`config.mk`:
```
export PLATFORM = sky130hd
export DESIGN_NAME = tagged_subevent_segmenter
export DESIGN_NICKNAME = d
export VERILOG_FILES = /design/src/design/tss_pkg.sv /design/src/design/tagged_subevent_segmenter.sv /design/src/design/tss_cfg_regs.sv /design/src/design/tss_seg_core.sv /design/src/design/tss_result_fifo.sv
export SDC_FILE = /design/constraint.sdc
export NUM_CORES = 2
export LEC_CHECK = 0
export BUFFER_PORTS_ARGS = -buffer_cell sky130_fd_sc_hd__buf_2
export CAP_MARGIN = 10
export CORE_ASPECT_RATIO = 1.4
export CORE_MARGIN = 8
export CORE_UTILIZATION = 55
export DETAILED_ROUTE_END_ITERATION = 10
export GPL_TIMING_DRIVEN = 0
export PLACE_DENSITY_LB_ADDON = 0.2
export REMOVE_ABC_BUFFERS = 1
export SETUP_SLACK_MARGIN = 0.3
export SLEW_MARGIN = 20
export SYNTH_ARGS = -nofsm -noshare
export SYNTH_HDL_FRONTEND = slang
export SYNTH_SLANG_ARGS = --single-unit
export TNS_END_PERCENT = 100
```
`constraint.sdc`:
```
create_clock -name clk -period 16.2 [get_ports clk]
set_input_delay 1.62 -clock clk [delete_from_list [all_inputs] [get_ports clk]]
set_output_delay 1.62 -clock clk [all_outputs]
set_load 0.005 [all_outputs]
```
`src/design/tss_pkg.sv`:
```
`timescale 1ns / 1ps

package tss_pkg;

    // Board count and saturation limit of word offsets
    localparam int BOARDS    = 6;
    localparam int NTAGS     = 6;
    localparam int MAX_WORDS = 65536;

    // Field and bus widths
    localparam int WORD_W    = 32;
    localparam int TAG_W     = 64;
    localparam int POS_W     = 17;
    localparam int BOARD_W   = 3;
    localparam int ADDR_W    = 6;
    localparam int DATA_W    = 64;
    localparam int REG_IDX_W = 3;

    // Result queue geometry
    localparam int FIFO_DEPTH = 4;
    localparam int FIFO_PTR_W = 2;
    localparam int FIFO_CNT_W = 3;

    // Largest word offset
    localparam logic [POS_W-1:0] MAX_POS = POS_W'(MAX_WORDS);

    // Register indexes
    localparam logic [REG_IDX_W-1:0] REG_BOARD_TAG_0 = 3'd0;
    localparam logic [REG_IDX_W-1:0] REG_BOARD_TAG_5 = 3'd5;
    localparam logic [REG_IDX_W-1:0] REG_ACTIVE_MASK = 3'd6;

    // Record kinds
    typedef enum logic [1:0] {
        KIND_SEGMENT   = 2'd0,
        KIND_DUPLICATE = 2'd1,
        KIND_END       = 2'd2
    } kind_t;

    // One result word
    typedef struct packed {
        kind_t              kind;
        logic [BOARD_W-1:0] board;
        logic [POS_W-1:0]   start;
        logic [POS_W-1:0]   length;
        logic               last;
    } record_t;

    // Configuration seen by the scanner
    typedef struct packed {
        logic [NTAGS-1:0][TAG_W-1:0] tag;
        logic [NTAGS-1:0]            active;
    } cfg_t;

    // Records handed to the result queue in one cycle
    typedef struct packed {
        logic [1:0] count;
        record_t    first;
        record_t    second;
    } push_t;

endpackage

```
`src/design/tagged_subevent_segmenter.sv`:
```
`timescale 1ns / 1ps

// Channel   Direction  Handshake            Word
// data      in         data_valid/stall     data_word, end_of_subevent
// result    out        result_valid/stall   record_kind, board_index, segment_start,
//                                           segment_length, last_of_subevent
// config    in         APB write, 64 bits   board_tag_0..5 at 8*i, active_mask at 48
//
// One data word is taken per cycle while data_stall is low.  A word waits in the input
// register until the queue has room for two records, and its records are then written
// into the queue, whose head drives the outputs.  Records leave through a four-entry
// queue at one per cycle while result_stall is low.  Input stalls while a word waits in
// the input register and the queue holds more than two records.  Reset clears control
// state and configuration at once, not the stored words; there is no clearing pass.

module tagged_subevent_segmenter
(
    input  logic                          clk,
    input  logic                          rst_n,
    input  logic                          data_valid,
    output logic                          data_stall,
    input  logic [31:0]                   data_word,
    input  logic                          end_of_subevent,
    output logic                          result_valid,
    input  logic                          result_stall,
    output logic [1:0]                    record_kind,
    output logic [2:0]                    board_index,
    output logic [16:0]                   segment_start,
    output logic [16:0]                   segment_length,
    output logic                          last_of_subevent,
    input  logic                          psel,
    input  logic                          penable,
    input  logic                          pwrite,
    input  logic [tss_pkg::ADDR_W-1:0]    paddr,
    input  logic [tss_pkg::DATA_W-1:0]    pwdata,
    output logic [tss_pkg::DATA_W-1:0]    prdata,
    output logic                          pready
);

    tss_pkg::cfg_t     cfg;
    tss_pkg::push_t    push;
    tss_pkg::record_t  head;
    logic              room2;

    // Configuration registers
    tss_cfg_regs u_cfg
    (
        .clk     (clk),
        .rst_n   (rst_n),
        .psel    (psel),
        .penable (penable),
        .pwrite  (pwrite),
        .paddr   (paddr),
        .pwdata  (pwdata),
        .prdata  (prdata),
        .pready  (pready),
        .cfg     (cfg)
    );

    // Tag scanner
    tss_seg_core u_core
    (
        .clk             (clk),
        .rst_n           (rst_n),
        .data_valid      (data_valid),
        .data_stall      (data_stall),
        .data_word       (data_word),
        .end_of_subevent (end_of_subevent),
        .cfg             (cfg),
        .room2           (room2),
        .push            (push)
    );

    // Result queue
    tss_result_fifo u_fifo
    (
        .clk          (clk),
        .rst_n        (rst_n),
        .push         (push),
        .room2        (room2),
        .result_valid (result_valid),
        .result_stall (result_stall),
        .head         (head)
    );

    assign record_kind      = head.kind;
    assign board_index      = head.board;
    assign segment_start    = head.start;
    assign segment_length   = head.length;
    assign last_of_subevent = head.last;

endmodule

```
`src/design/tss_cfg_regs.sv`:
```
`timescale 1ns / 1ps

module tss_cfg_regs
(
    input  logic                          clk,
    input  logic                          rst_n,
    input  logic                          psel,
    input  logic                          penable,
    input  logic                          pwrite,
    input  logic [tss_pkg::ADDR_W-1:0]    paddr,
    input  logic [tss_pkg::DATA_W-1:0]    pwdata,
    output logic [tss_pkg::DATA_W-1:0]    prdata,
    output logic                          pready,
    output tss_pkg::cfg_t                 cfg
);

    logic [tss_pkg::NTAGS-1:0][tss_pkg::TAG_W-1:0] tag_reg;
    logic [tss_pkg::NTAGS-1:0]                     active_reg;
    logic [tss_pkg::REG_IDX_W-1:0]                 reg_index;
    logic                                          write_en;

    // Registers sit on 8-byte boundaries
    assign reg_index = paddr[tss_pkg::ADDR_W-1:3];
    assign write_en  = psel && penable && pwrite;
    assign pready    = 1'b1;

    // Register writes
    always_ff @(posedge clk or negedge rst_n)
    begin
        if (!rst_n)
        begin
            tag_reg    <= '0;
            active_reg <= '0;
        end
        else if (write_en)
        begin
            unique case (reg_index) inside
                [tss_pkg::REG_BOARD_TAG_0:tss_pkg::REG_BOARD_TAG_5]:
                    tag_reg[reg_index] <= pwdata[tss_pkg::TAG_W-1:0];
                tss_pkg::REG_ACTIVE_MASK:
                    active_reg <= pwdata[tss_pkg::NTAGS-1:0];
                default:
                begin
                end
            endcase
        end
    end

    // Read back
    always_comb
    begin
        prdata = '0;
        unique case (reg_index) inside
            [tss_pkg::REG_BOARD_TAG_0:tss_pkg::REG_BOARD_TAG_5]:
                prdata = tag_reg[reg_index];
            tss_pkg::REG_ACTIVE_MASK:
                prdata = tss_pkg::DATA_W'(active_reg);
            default:
                prdata = '0;
        endcase
    end

    assign cfg.tag    = tag_reg;
    assign cfg.active = active_reg;

endmodule

```
`src/design/tss_seg_core.sv`:
```
`timescale 1ns / 1ps

module tss_seg_core
(
    input  logic                          clk,
    input  logic                          rst_n,
    input  logic                          data_valid,
    output logic                          data_stall,
    input  logic [tss_pkg::WORD_W-1:0]    data_word,
    input  logic                          end_of_subevent,
    input  tss_pkg::cfg_t                 cfg,
    input  logic                          room2,
    output tss_pkg::push_t                push
);

    // Input register
    logic                          in_valid_reg;
    logic [tss_pkg::WORD_W-1:0]    word_reg;
    logic                          last_reg;

    // Scan state
    logic [tss_pkg::WORD_W-1:0]    held_word_reg,   held_word_next;
    logic                          held_valid_reg,  held_valid_next;
    logic [tss_pkg::POS_W-1:0]     word_pos_reg,    word_pos_next;
    logic                          open_valid_reg,  open_valid_next;
    logic [tss_pkg::BOARD_W-1:0]   open_board_reg,  open_board_next;
    logic [tss_pkg::POS_W-1:0]     open_start_reg,  open_start_next;
    logic [tss_pkg::BOARDS-1:0]    boards_seen_reg, boards_seen_next;

    logic                          accept;
    logic                          advance;
    logic [tss_pkg::TAG_W-1:0]     pair;
    logic [tss_pkg::BOARDS-1:0]    hit;
    logic [tss_pkg::BOARDS-1:0]    first_hit;
    logic [tss_pkg::BOARD_W-1:0]   hit_board;
    logic                          matched;
    logic                          duplicate;
    logic [tss_pkg::POS_W-1:0]     next_pos;
    logic [tss_pkg::POS_W-1:0]     tag_pos;
    logic                          close_a;
    logic                          close_b;
    logic                          open1_valid;
    logic [tss_pkg::BOARD_W-1:0]   open1_board;
    logic [tss_pkg::POS_W-1:0]     open1_start;
    tss_pkg::record_t              rec_a;
    tss_pkg::record_t              rec_b;
    tss_pkg::record_t              rec_dup;
    tss_pkg::record_t              rec_end;
    tss_pkg::record_t              second;
    logic                          second_valid;
    tss_pkg::push_t                result;

    // A held word is processed once the queue can take two records
    assign advance    = in_valid_reg && room2;
    assign data_stall = in_valid_reg && !room2;
    assign accept     = data_valid && !data_stall;

    // Tag compare over all boards, lowest board wins
    always_comb
    begin
        pair = {word_reg, held_word_reg};
        hit  = '0;
        for (int b = 0; b < tss_pkg::BOARDS; b++)
        begin
            hit[b] = cfg.active[b] && (cfg.tag[b] != '0) && (cfg.tag[b] == pair);
        end
        first_hit = hit & (~hit + 1'b1);
        hit_board = '0;
        for (int b = 0; b < tss_pkg::BOARDS; b++)
        begin
            if (first_hit[b])
            begin
                hit_board = tss_pkg::BOARD_W'(b);
            end
        end
        matched   = held_valid_reg && (hit != '0);
        duplicate = matched && ((first_hit & boards_seen_reg) != '0);
    end

    // Word offsets
    assign next_pos = (word_pos_reg == tss_pkg::MAX_POS) ? word_pos_reg
                                                         : word_pos_reg + 1'b1;
    assign tag_pos  = (word_pos_reg != '0) ? word_pos_reg - 1'b1 : '0;

    // Records for the open segment closed by a tag, a repeated tag, and the end
    always_comb
    begin
        close_a = matched && open_valid_reg;

        open1_valid = matched ? !duplicate : open_valid_reg;
        open1_board = matched ? hit_board  : open_board_reg;
        open1_start = matched ? next_pos   : open_start_reg;
        close_b     = last_reg && open1_valid;

        rec_a        = '0;
        rec_a.kind   = tss_pkg::KIND_SEGMENT;
        rec_a.board  = open_board_reg;
        rec_a.start  = open_start_reg;
        rec_a.length = (tag_pos >= open_start_reg) ? tag_pos - open_start_reg : '0;

        rec_b        = '0;
        rec_b.kind   = tss_pkg::KIND_SEGMENT;
        rec_b.board  = open1_board;
        rec_b.start  = open1_start;
        rec_b.length = (next_pos >= open1_start) ? next_pos - open1_start : '0;

        rec_dup       = '0;
        rec_dup.kind  = tss_pkg::KIND_DUPLICATE;
        rec_dup.board = hit_board;

        rec_end      = '0;
        rec_end.kind = tss_pkg::KIND_END;

        // A repeated tag opens nothing, so it never meets an end close
        second_valid = duplicate || close_b;
        second       = duplicate ? rec_dup : rec_b;

        result        = '0;
        result.first  = rec_end;
        result.second = second;
        if (close_a)
        begin
            result.first = rec_a;
            result.count = second_valid ? 2'd2 : 2'd1;
        end
        else if (second_valid)
        begin
            result.first = second;
            result.count = 2'd1;
        end
        else if (last_reg)
        begin
            result.count = 2'd1;
        end

        // Mark the final record of the subevent
        if (last_reg)
        begin
            if (result.count == 2'd2)
            begin
                result.second.last = 1'b1;
            end
            else
            begin
                result.first.last = 1'b1;
            end
        end

        push       = result;
        push.count = advance ? result.count : 2'd0;
    end

    // Next scan state
    always_comb
    begin
        held_word_next   = held_word_reg;
        held_valid_next  = held_valid_reg;
        boards_seen_next = boards_seen_reg;
        if (matched)
        begin
            held_valid_next = 1'b0;
            if (!duplicate)
            begin
                boards_seen_next = boards_seen_reg | first_hit;
            end
        end
        else if (!last_reg)
        begin
            held_word_next  = word_reg;
            held_valid_next = 1'b1;
        end
        word_pos_next   = next_pos;
        open_valid_next = open1_valid;
        open_board_next = open1_board;
        open_start_next = open1_start;

        // Everything starts afresh after the last word
        if (last_reg)
        begin
            held_word_next   = '0;
            held_valid_next  = 1'b0;
            word_pos_next    = '0;
            open_valid_next  = 1'b0;
            open_board_next  = '0;
            open_start_next  = '0;
            boards_seen_next = '0;
        end
    end

    // Input register valid
    always_ff @(posedge clk or negedge rst_n)
    begin
        if (!rst_n)
        begin
            in_valid_reg <= 1'b0;
        end
        else if (accept)
        begin
            in_valid_reg <= 1'b1;
        end
        else if (advance)
        begin
            in_valid_reg <= 1'b0;
        end
    end

    // Input register payload
    always_ff @(posedge clk)
    begin
        if (accept)
        begin
            word_reg <= data_word;
            last_reg <= end_of_subevent;
        end
    end

    // Scan state registers
    always_ff @(posedge clk or negedge rst_n)
    begin
        if (!rst_n)
        begin
            held_word_reg   <= '0;
            held_valid_reg  <= 1'b0;
            word_pos_reg    <= '0;
            open_valid_reg  <= 1'b0;
            open_board_reg  <= '0;
            open_start_reg  <= '0;
            boards_seen_reg <= '0;
        end
        else if (advance)
        begin
            held_word_reg   <= held_word_next;
            held_valid_reg  <= held_valid_next;
            word_pos_reg    <= word_pos_next;
            open_valid_reg  <= open_valid_next;
            open_board_reg  <= open_board_next;
            open_start_reg  <= open_start_next;
            boards_seen_reg <= boards_seen_next;
        end
    end

endmodule

```
`src/design/tss_result_fifo.sv`:
```
`timescale 1ns / 1ps

module tss_result_fifo
(
    input  logic                            clk,
    input  logic                            rst_n,
    input  tss_pkg::push_t                  push,
    output logic                            room2,
    output logic                            result_valid,
    input  logic                            result_stall,
    output tss_pkg::record_t                head
);

    tss_pkg::record_t                mem_reg [tss_pkg::FIFO_DEPTH];
    logic [tss_pkg::FIFO_PTR_W-1:0]  wr_ptr_reg, wr_ptr_next;
    logic [tss_pkg::FIFO_PTR_W-1:0]  rd_ptr_reg, rd_ptr_next;
    logic [tss_pkg::FIFO_CNT_W-1:0]  count_reg,  count_next;
    logic [tss_pkg::FIFO_PTR_W-1:0]  wr_ptr_plus1;
    logic                            pop;

    assign result_valid = (count_reg != '0);
    assign pop          = result_valid && !result_stall;
    assign room2        = (count_reg <= tss_pkg::FIFO_CNT_W'(tss_pkg::FIFO_DEPTH - 2));
    assign head         = mem_reg[rd_ptr_reg];
    assign wr_ptr_plus1 = wr_ptr_reg + 1'b1;

    // Pointer and fill arithmetic
    always_comb
    begin
        wr_ptr_next = wr_ptr_reg + tss_pkg::FIFO_PTR_W'(push.count);
        rd_ptr_next = rd_ptr_reg + tss_pkg::FIFO_PTR_W'(pop);
        count_next  = count_reg + tss_pkg::FIFO_CNT_W'(push.count)
                      - tss_pkg::FIFO_CNT_W'(pop);
    end

    // Control registers
    always_ff @(posedge clk or negedge rst_n)
    begin
        if (!rst_n)
        begin
            wr_ptr_reg <= '0;
            rd_ptr_reg <= '0;
            count_reg  <= '0;
        end
        else
        begin
            wr_ptr_reg <= wr_ptr_next;
            rd_ptr_reg <= rd_ptr_next;
            count_reg  <= count_next;
        end
    end

    // Record storage, up to two writes a cycle
    always_ff @(posedge clk)
    begin
        if (push.count != 2'd0)
        begin
            mem_reg[wr_ptr_reg] <= push.first;
        end
        if (push.count == 2'd2)
        begin
            mem_reg[wr_ptr_plus1] <= push.second;
        end
    end

endmodule

```
---- Word-level counts from Yosys, hierarchy flattened ----
Memory sizes are Yosys's and may differ from the RTL's.
Cells that the tools add are included.
cells by class
  equal/unequal tests ..................... 12
  add/subtract/negate cells ............... 10
  reduce and logical (&&, ||, !) cells .... 46
  bitwise gates (word level) .............. 4
  magnitude comparators ................... 7
  muxes and demuxes ....................... 46
operators by type and width
  operator               number
  $bwmux 384             1
  $eq 64x64->1           6
  $reduce_bool 64->1     6
  $bmux 64 s3            1
  $demux 64 s3           1
  $mux 64                2
  $pmux 64 s2            1
  $mux 17                7
  $mux 32                2
  $mux 42                1
  $mux 40                1
  $mux 39                1
  $ge 17x17->1           2
  $sub 17x17->17         2
  $logic_and 1x1->1      24
  $mux 3                 6
  $mux 6                 3
  $add 17x1->17 const B  1
  $eq 17x17->1 const B   1
  $reduce_bool 17->1     1
  $sub 17x1->17 const B  1
  $mux 1                 16
  $and 6x6->6            2
  $reduce_bool 6->1      2
  other kinds (22)       34
storage, ports and cells
  bits in registers ....................... 508
  input port bits ......................... 110
  memories ................................ 1
  word-level logic and storage cells ...... 146
  bits in writable memories ............... 160
memory list
  memory          depth  bits a word  read ports  clocked after memory_dff  wr ports  line                   RTL
  u_fifo.mem_reg  4      40           1           0                         2         tss_result_fifo.sv:14  tss_pkg::record_t mem_reg [tss_pkg::FIFO_DEPTH];

---- Longest topological paths before layout ----
  word-level depth ........................ 19
  depth in mapped cells ................... 22
  depth with buffers taken out ............ 21

---- Modules after synthesis ----
Synthesis repeated with hierarchy kept, for this count alone.
unflattened totals
  cell total of the unflattened synthesis .. 3443
  area total of the unflattened synthesis .. 40792.9 µm²
modules (own cells, without submodules)
  module           area each (µm²)  instances  cells an instance
  tss_cfg_regs     17699.5          1          1143
  tss_seg_core     14655.3          1          1870
  tss_result_fifo  8438.1           1          430

---- Worst setup path before layout ----
Ideal clock, no wire load.
  path type ............................... reg-to-reg
  from .................................... register u_core.word_reg[10] (netlist bit)
  to ...................................... memory u_fifo.mem_reg[2][10] (netlist bit) (data pin)
  data arrival time ....................... 5391 ps
  setup slack ............................. 10539 ps
  required time ........................... 15930 ps
  buffers on the path ..................... 4
  cell stages (with the launch flop) ...... 23
  period minus slack after synthesis ...... 5661 ps
  path through ............................ edfxtp_1 > buf_2 > nor2b_1 > a2111o_1 > or4_1 > nor3_2 > nand3_1 > and3_1 > a31oi_4 > clkbuf_1 > mux2i_1 > inv_1 > ha_1 > nor2b_1 > o211ai_1 > a31o_2 > a211oi_1 > o21ai_0 > a21oi_1 > a221oi_1 > clkbuf_1 > clkbuf_1 > o32ai_1
RTL lines
  what                    line                   RTL
  start, declared         tss_seg_core.sv:18     logic [tss_pkg::WORD_W-1:0] word_reg;
  start signal, assigned  tss_seg_core.sv:212    word_reg <= data_word;
  end, declared           tss_result_fifo.sv:14

==> Flow_metrics.wiki <==
{| class="wikitable"
! Metric !! Value
|-
| Number of violations of the max-capacitance limit || 0
|-
| Number of vias after detailed routing || 34,800
|-
| Cell-by-cell trace of the critical path || xor2_1, or3b_2, nor4_1, nor4b_1, and4_1, nor2_1, a31oi_4, buf_16, mux2i_1, inv_1, ha_1, nor2b_1, o211ai_1, a31o_2, a211oi_1, o21ai_0, a21oi_1, a221o_1, o21ai_1, a211o_1, o21ai_0
|-
| Data required time of the worst path || 16,670 ps
|-
| DP Wirelength || 149,000 microns
|-
| Height of the die || 330 microns
|-
| Average cell area after synthesis || 10.9 sq um
|-
| Die width || 240 microns
|-
| Biggest cell delay along the critical path || 1000 ps
|-
| Clock root buffer || clkbuf_16
|-
| Clock latency at the later pin of the worst-skew pair || 650 ps
|-
| Detailed-routing iteration count for the pre-antenna-repair pass || 9
|-
| # resized after CTS || 0
|-
| Aggregate routed wire length || 192,000 microns
|-
| Timing startpoint of the critical path || u_core.held_word_reg[20]$_DFFE_PN0P_
|-
| Number of nets in the final layout || 3,854
|-
| Residual DRC || 0
|-
| Top library cells by usage in the layout, fill and taps aside || dfrtp_1 (473), mux2_2 (389), xor2_1 (256)
|-
| Lkg Pwr || 17.7 nW
|-
| Distinct cell type count after synthesis || 91
|-
| Final Wtd Congestion || 1.13
|-
| Fraction of the core area covered by cells at the end of the flow || 62.5%
|-
| Kind of critical path || flip-flop to flip-flop
|-
| Worst-case register-to-register setup slack || 7520 ps
|-
| Unrepaired setup endpoints after global routing || no
|-
| Most numerous cell on the critical path || o21ai_0
|-
| I/O Buffers || 212
|-
| Register area share after synthesis || 45.6%
|-
| Setup skew after layout || 25.2 ps
|-
| Number of register bits inferred by synthesis || 668
|-
| Run status || finished, final reports clean
|-
| Type of element capturing the critical path || flip-flop
|-
| Via count of the first global-routing pass || 34,800
|-
| Instance area at placement || 41,300 sq um
|-
| Setup Buffers After CTS || 0
|-
| Post-synth EDFFs || 189
|-
| Setup crit start kind || flip-flop
|-
| Routed wire per std cell || 40.9 microns
|-
| Hold depth || 2
|-
| Maximum clock path buffer count || 3
|-
| Global Route Usage Sum || 48.4%
|-
| Initial antenna violation count || 11
|-
| Number of hold violations in the final report || 0
|-
| Fraction of layout instances using a drive strength above 1 || 24.6%
|-
| FF-to-FF End || u_fifo.mem_reg[3][14]$_DFFE_PP_
|-
| Setup violation total in the final timing report || 0
|-
| Startpoint of the tightest hold check path || u_fifo.mem_reg[1][39]$_SDFFE_PP0P_
|-
| Most common cell after layout, fill and taps aside || dfrtp_1
|-
| Maximum clock rate || 115 MHz
|-
| Total Power || 7.61 mW
|-
| Post-route fraction of the period consumed by the critical path || 53.6%
|-
| Synthesis-to-layout area growth || 13.0%
|-
| Final std cell area, no fill || 43,700 sq um
|-
| Async set-or-reset flop fraction in the synthesized netlist || 71.1%
|-
| Pin count of the biggest net entering global routing || 102
|-
| Number of warning messages in the yosys log || 0
|-
| Floorplan row count || 115
|-
| Biggest fanout along the worst timing path || 14
|-
| Clock period minus worst slack || 8680 ps
|-
| Filler cells || 5,585
|-
| Worst max-slew margin expressed relative to the limit || 7.55%
|-
| Initial Utilization || 55.3%
|-
| Worst r2r src || u_core.held_word_reg[20]$_DFFE_PN0P_
|-
| Most used flip-flop cell after synthesis || dfrtp_1
|-
| Overall die area || 79,100 sq um
|-
| First-pass GRT wire length || 268,000 microns
|-
| Final global-route overflow total || 0
|-
| Hold EP || u_fifo.mem_reg[1][39]$_SDFFE_PP0P_
|-
| Clock transition at the registers of the reported paths || 70 ps
|-
| Worst slew pin tran || 1380 ps
|-
| Number of antenna-violating nets in the routed design || 0
|-
| Post-detailed-route via-to-cell ratio || 7.40
|-
| CTS tree || yes
|-
| Worst-case vdd ir drop || 0.124 mV
|-
| Clock buffers created by TritonCTS || 67
|-
| Worst hold-check path type || flip-flop to flip-flop
|-
| Number of levels in the clock H-tree || 3
|-
| Worst r2r path cells || 21
|-
| DRC marker count from the first detailed-route iteration || 4,761
|-
| CORE AREA || 69,900 sq um
|-
| Final slew viol count || 0
|-
| Boundary pin count || 217
|-
| Standard cell with the maximum stage delay on the critical path || dfrtp_1
|-
| Minimum hold slack || 495 ps
|-
| # clock sinks || 668
|-
| Area of the mapped netlist || 38,700 sq um
|-
| Worst slack at placement || 7920 ps
|-
| Ratio of total power to cell area || 174 nW/um^2
|-
| Gate count of the mapped netlist || 3,553
|-
| Worst-case setup margin in the final layout || 7520 ps
|-
| Number of flip-flops in the largest register || 384
|-
| Critical path arrival || 9160 ps
|-
| Count of hold buffers inserted by post-cts repair || 0
|}
power by group:
part           leakage, nW  internal, mW  switching (mW)
clock network         1.08         0.924           0.712
registers             7.93          2.04           0.754
logic                 8.68          1.11            2.07
metal layers:
| metal | global-route usage [%] | routed length, microns | share of wire (%) |
|---|---|---|---|
| met5 | 0.0631 | 31 | 0.016 |
| met3 | 13.2 | 18600 | 9.7 |
| met4 | 46.6 | 24500 | 13 |
| met2 | 77.7 | 88500 | 46 |
| met1 | 50.5 | 60700 | 32 |
layout make-up:
cell class / count / area [sq um] / area share [%]
well taps: 936 / 1170 / 2.68
multi-input cells: 2577 / 20100 / 46.0
repair buffers: 311 / 2220 / 5.09
flip-flops and latches: 668 / 17600 / 40.4
diodes: 11 / 27.5 / 0.0630
clock inverters: 29 / 378 / 0.865
inverters: 75 / 282 / 0.644
clock buffers: 94 / 1860 / 4.26
kinds of logic after synthesis:
kind of cell,share of synthesized area [%]
simple gates,16.1
flops,45.6
compound gates,11.2
mux,14.4
xor+xnor,7.88
buf+inv,3.21
fa+ha+maj,1.48
other cells,0.00970
worst max-delay path: cells and delay by family (launching register included):
kind            cells  cell delay (ps)
compound gates     10             3600
simple gates        6             2270
flops               1             1000
xor+xnor            1              540
buf+inv             2              370
mux                 1              340
fa+ha+maj           1              320
cells in the mapped netlist (41+ instances only):
cell	instances	share of area, %
a21oi_1	53	0.69
nand2_1	166	1.6
nor2_1	95	0.92
nand3_1	139	1.8
mux2_2	389	11
nand4_1	99	1.6
o22ai_1	100	1.6
a22oi_1	187	3.6
ha_1	41	1.3
nor2b_1	122	2.0
nor4_1	239	3.9
o21ai_0	70	0.91
clkbuf_1	189	1.8
a22o_1	43	0.97
dfrtp_1	475	31
nor3_1	46	0.60
inv_1	73	0.71
nand2b_1	70	1.1
xnor2_1	90	2.0
edfxtp_1	189	15
xor2_1	258	5.8
metrics by stage:
| step | cells | setup TNS (ps) |
|---|---|---|
| floorplan | 3320 | 0 |
| global placement | 4468 | -19020 |
| detailed placement | 4565 | 0 |
| CTS | 4688 | 0 |
| global route | 4691 | 0 |
| finish | 4701 | 0 |
how the worst max path moves through the flow:
stage | endpoint | slack [ps] | cells past startpoint
after detailed placement | u_fifo.mem_reg[3][14]$_DFFE_PP_ | 7920 | 21
after CTS | u_fifo.mem_reg[3][14]$_DFFE_PP_ | 7880 | 21
after global placement | u_cfg.cfg[282]$_DFFE_PN0P_ | -240 | 4
after global routing | u_fifo.mem_reg[3][14]$_DFFE_PP_ | 7320 | 21
after floorplan | u_cfg.cfg[10]$_DFFE_PN0P_ | 7360 | 2
final | u_fifo.mem_reg[3][14]$_DFFE_PP_ | 7520 | 21
Power figures use the tool's default switching activity.
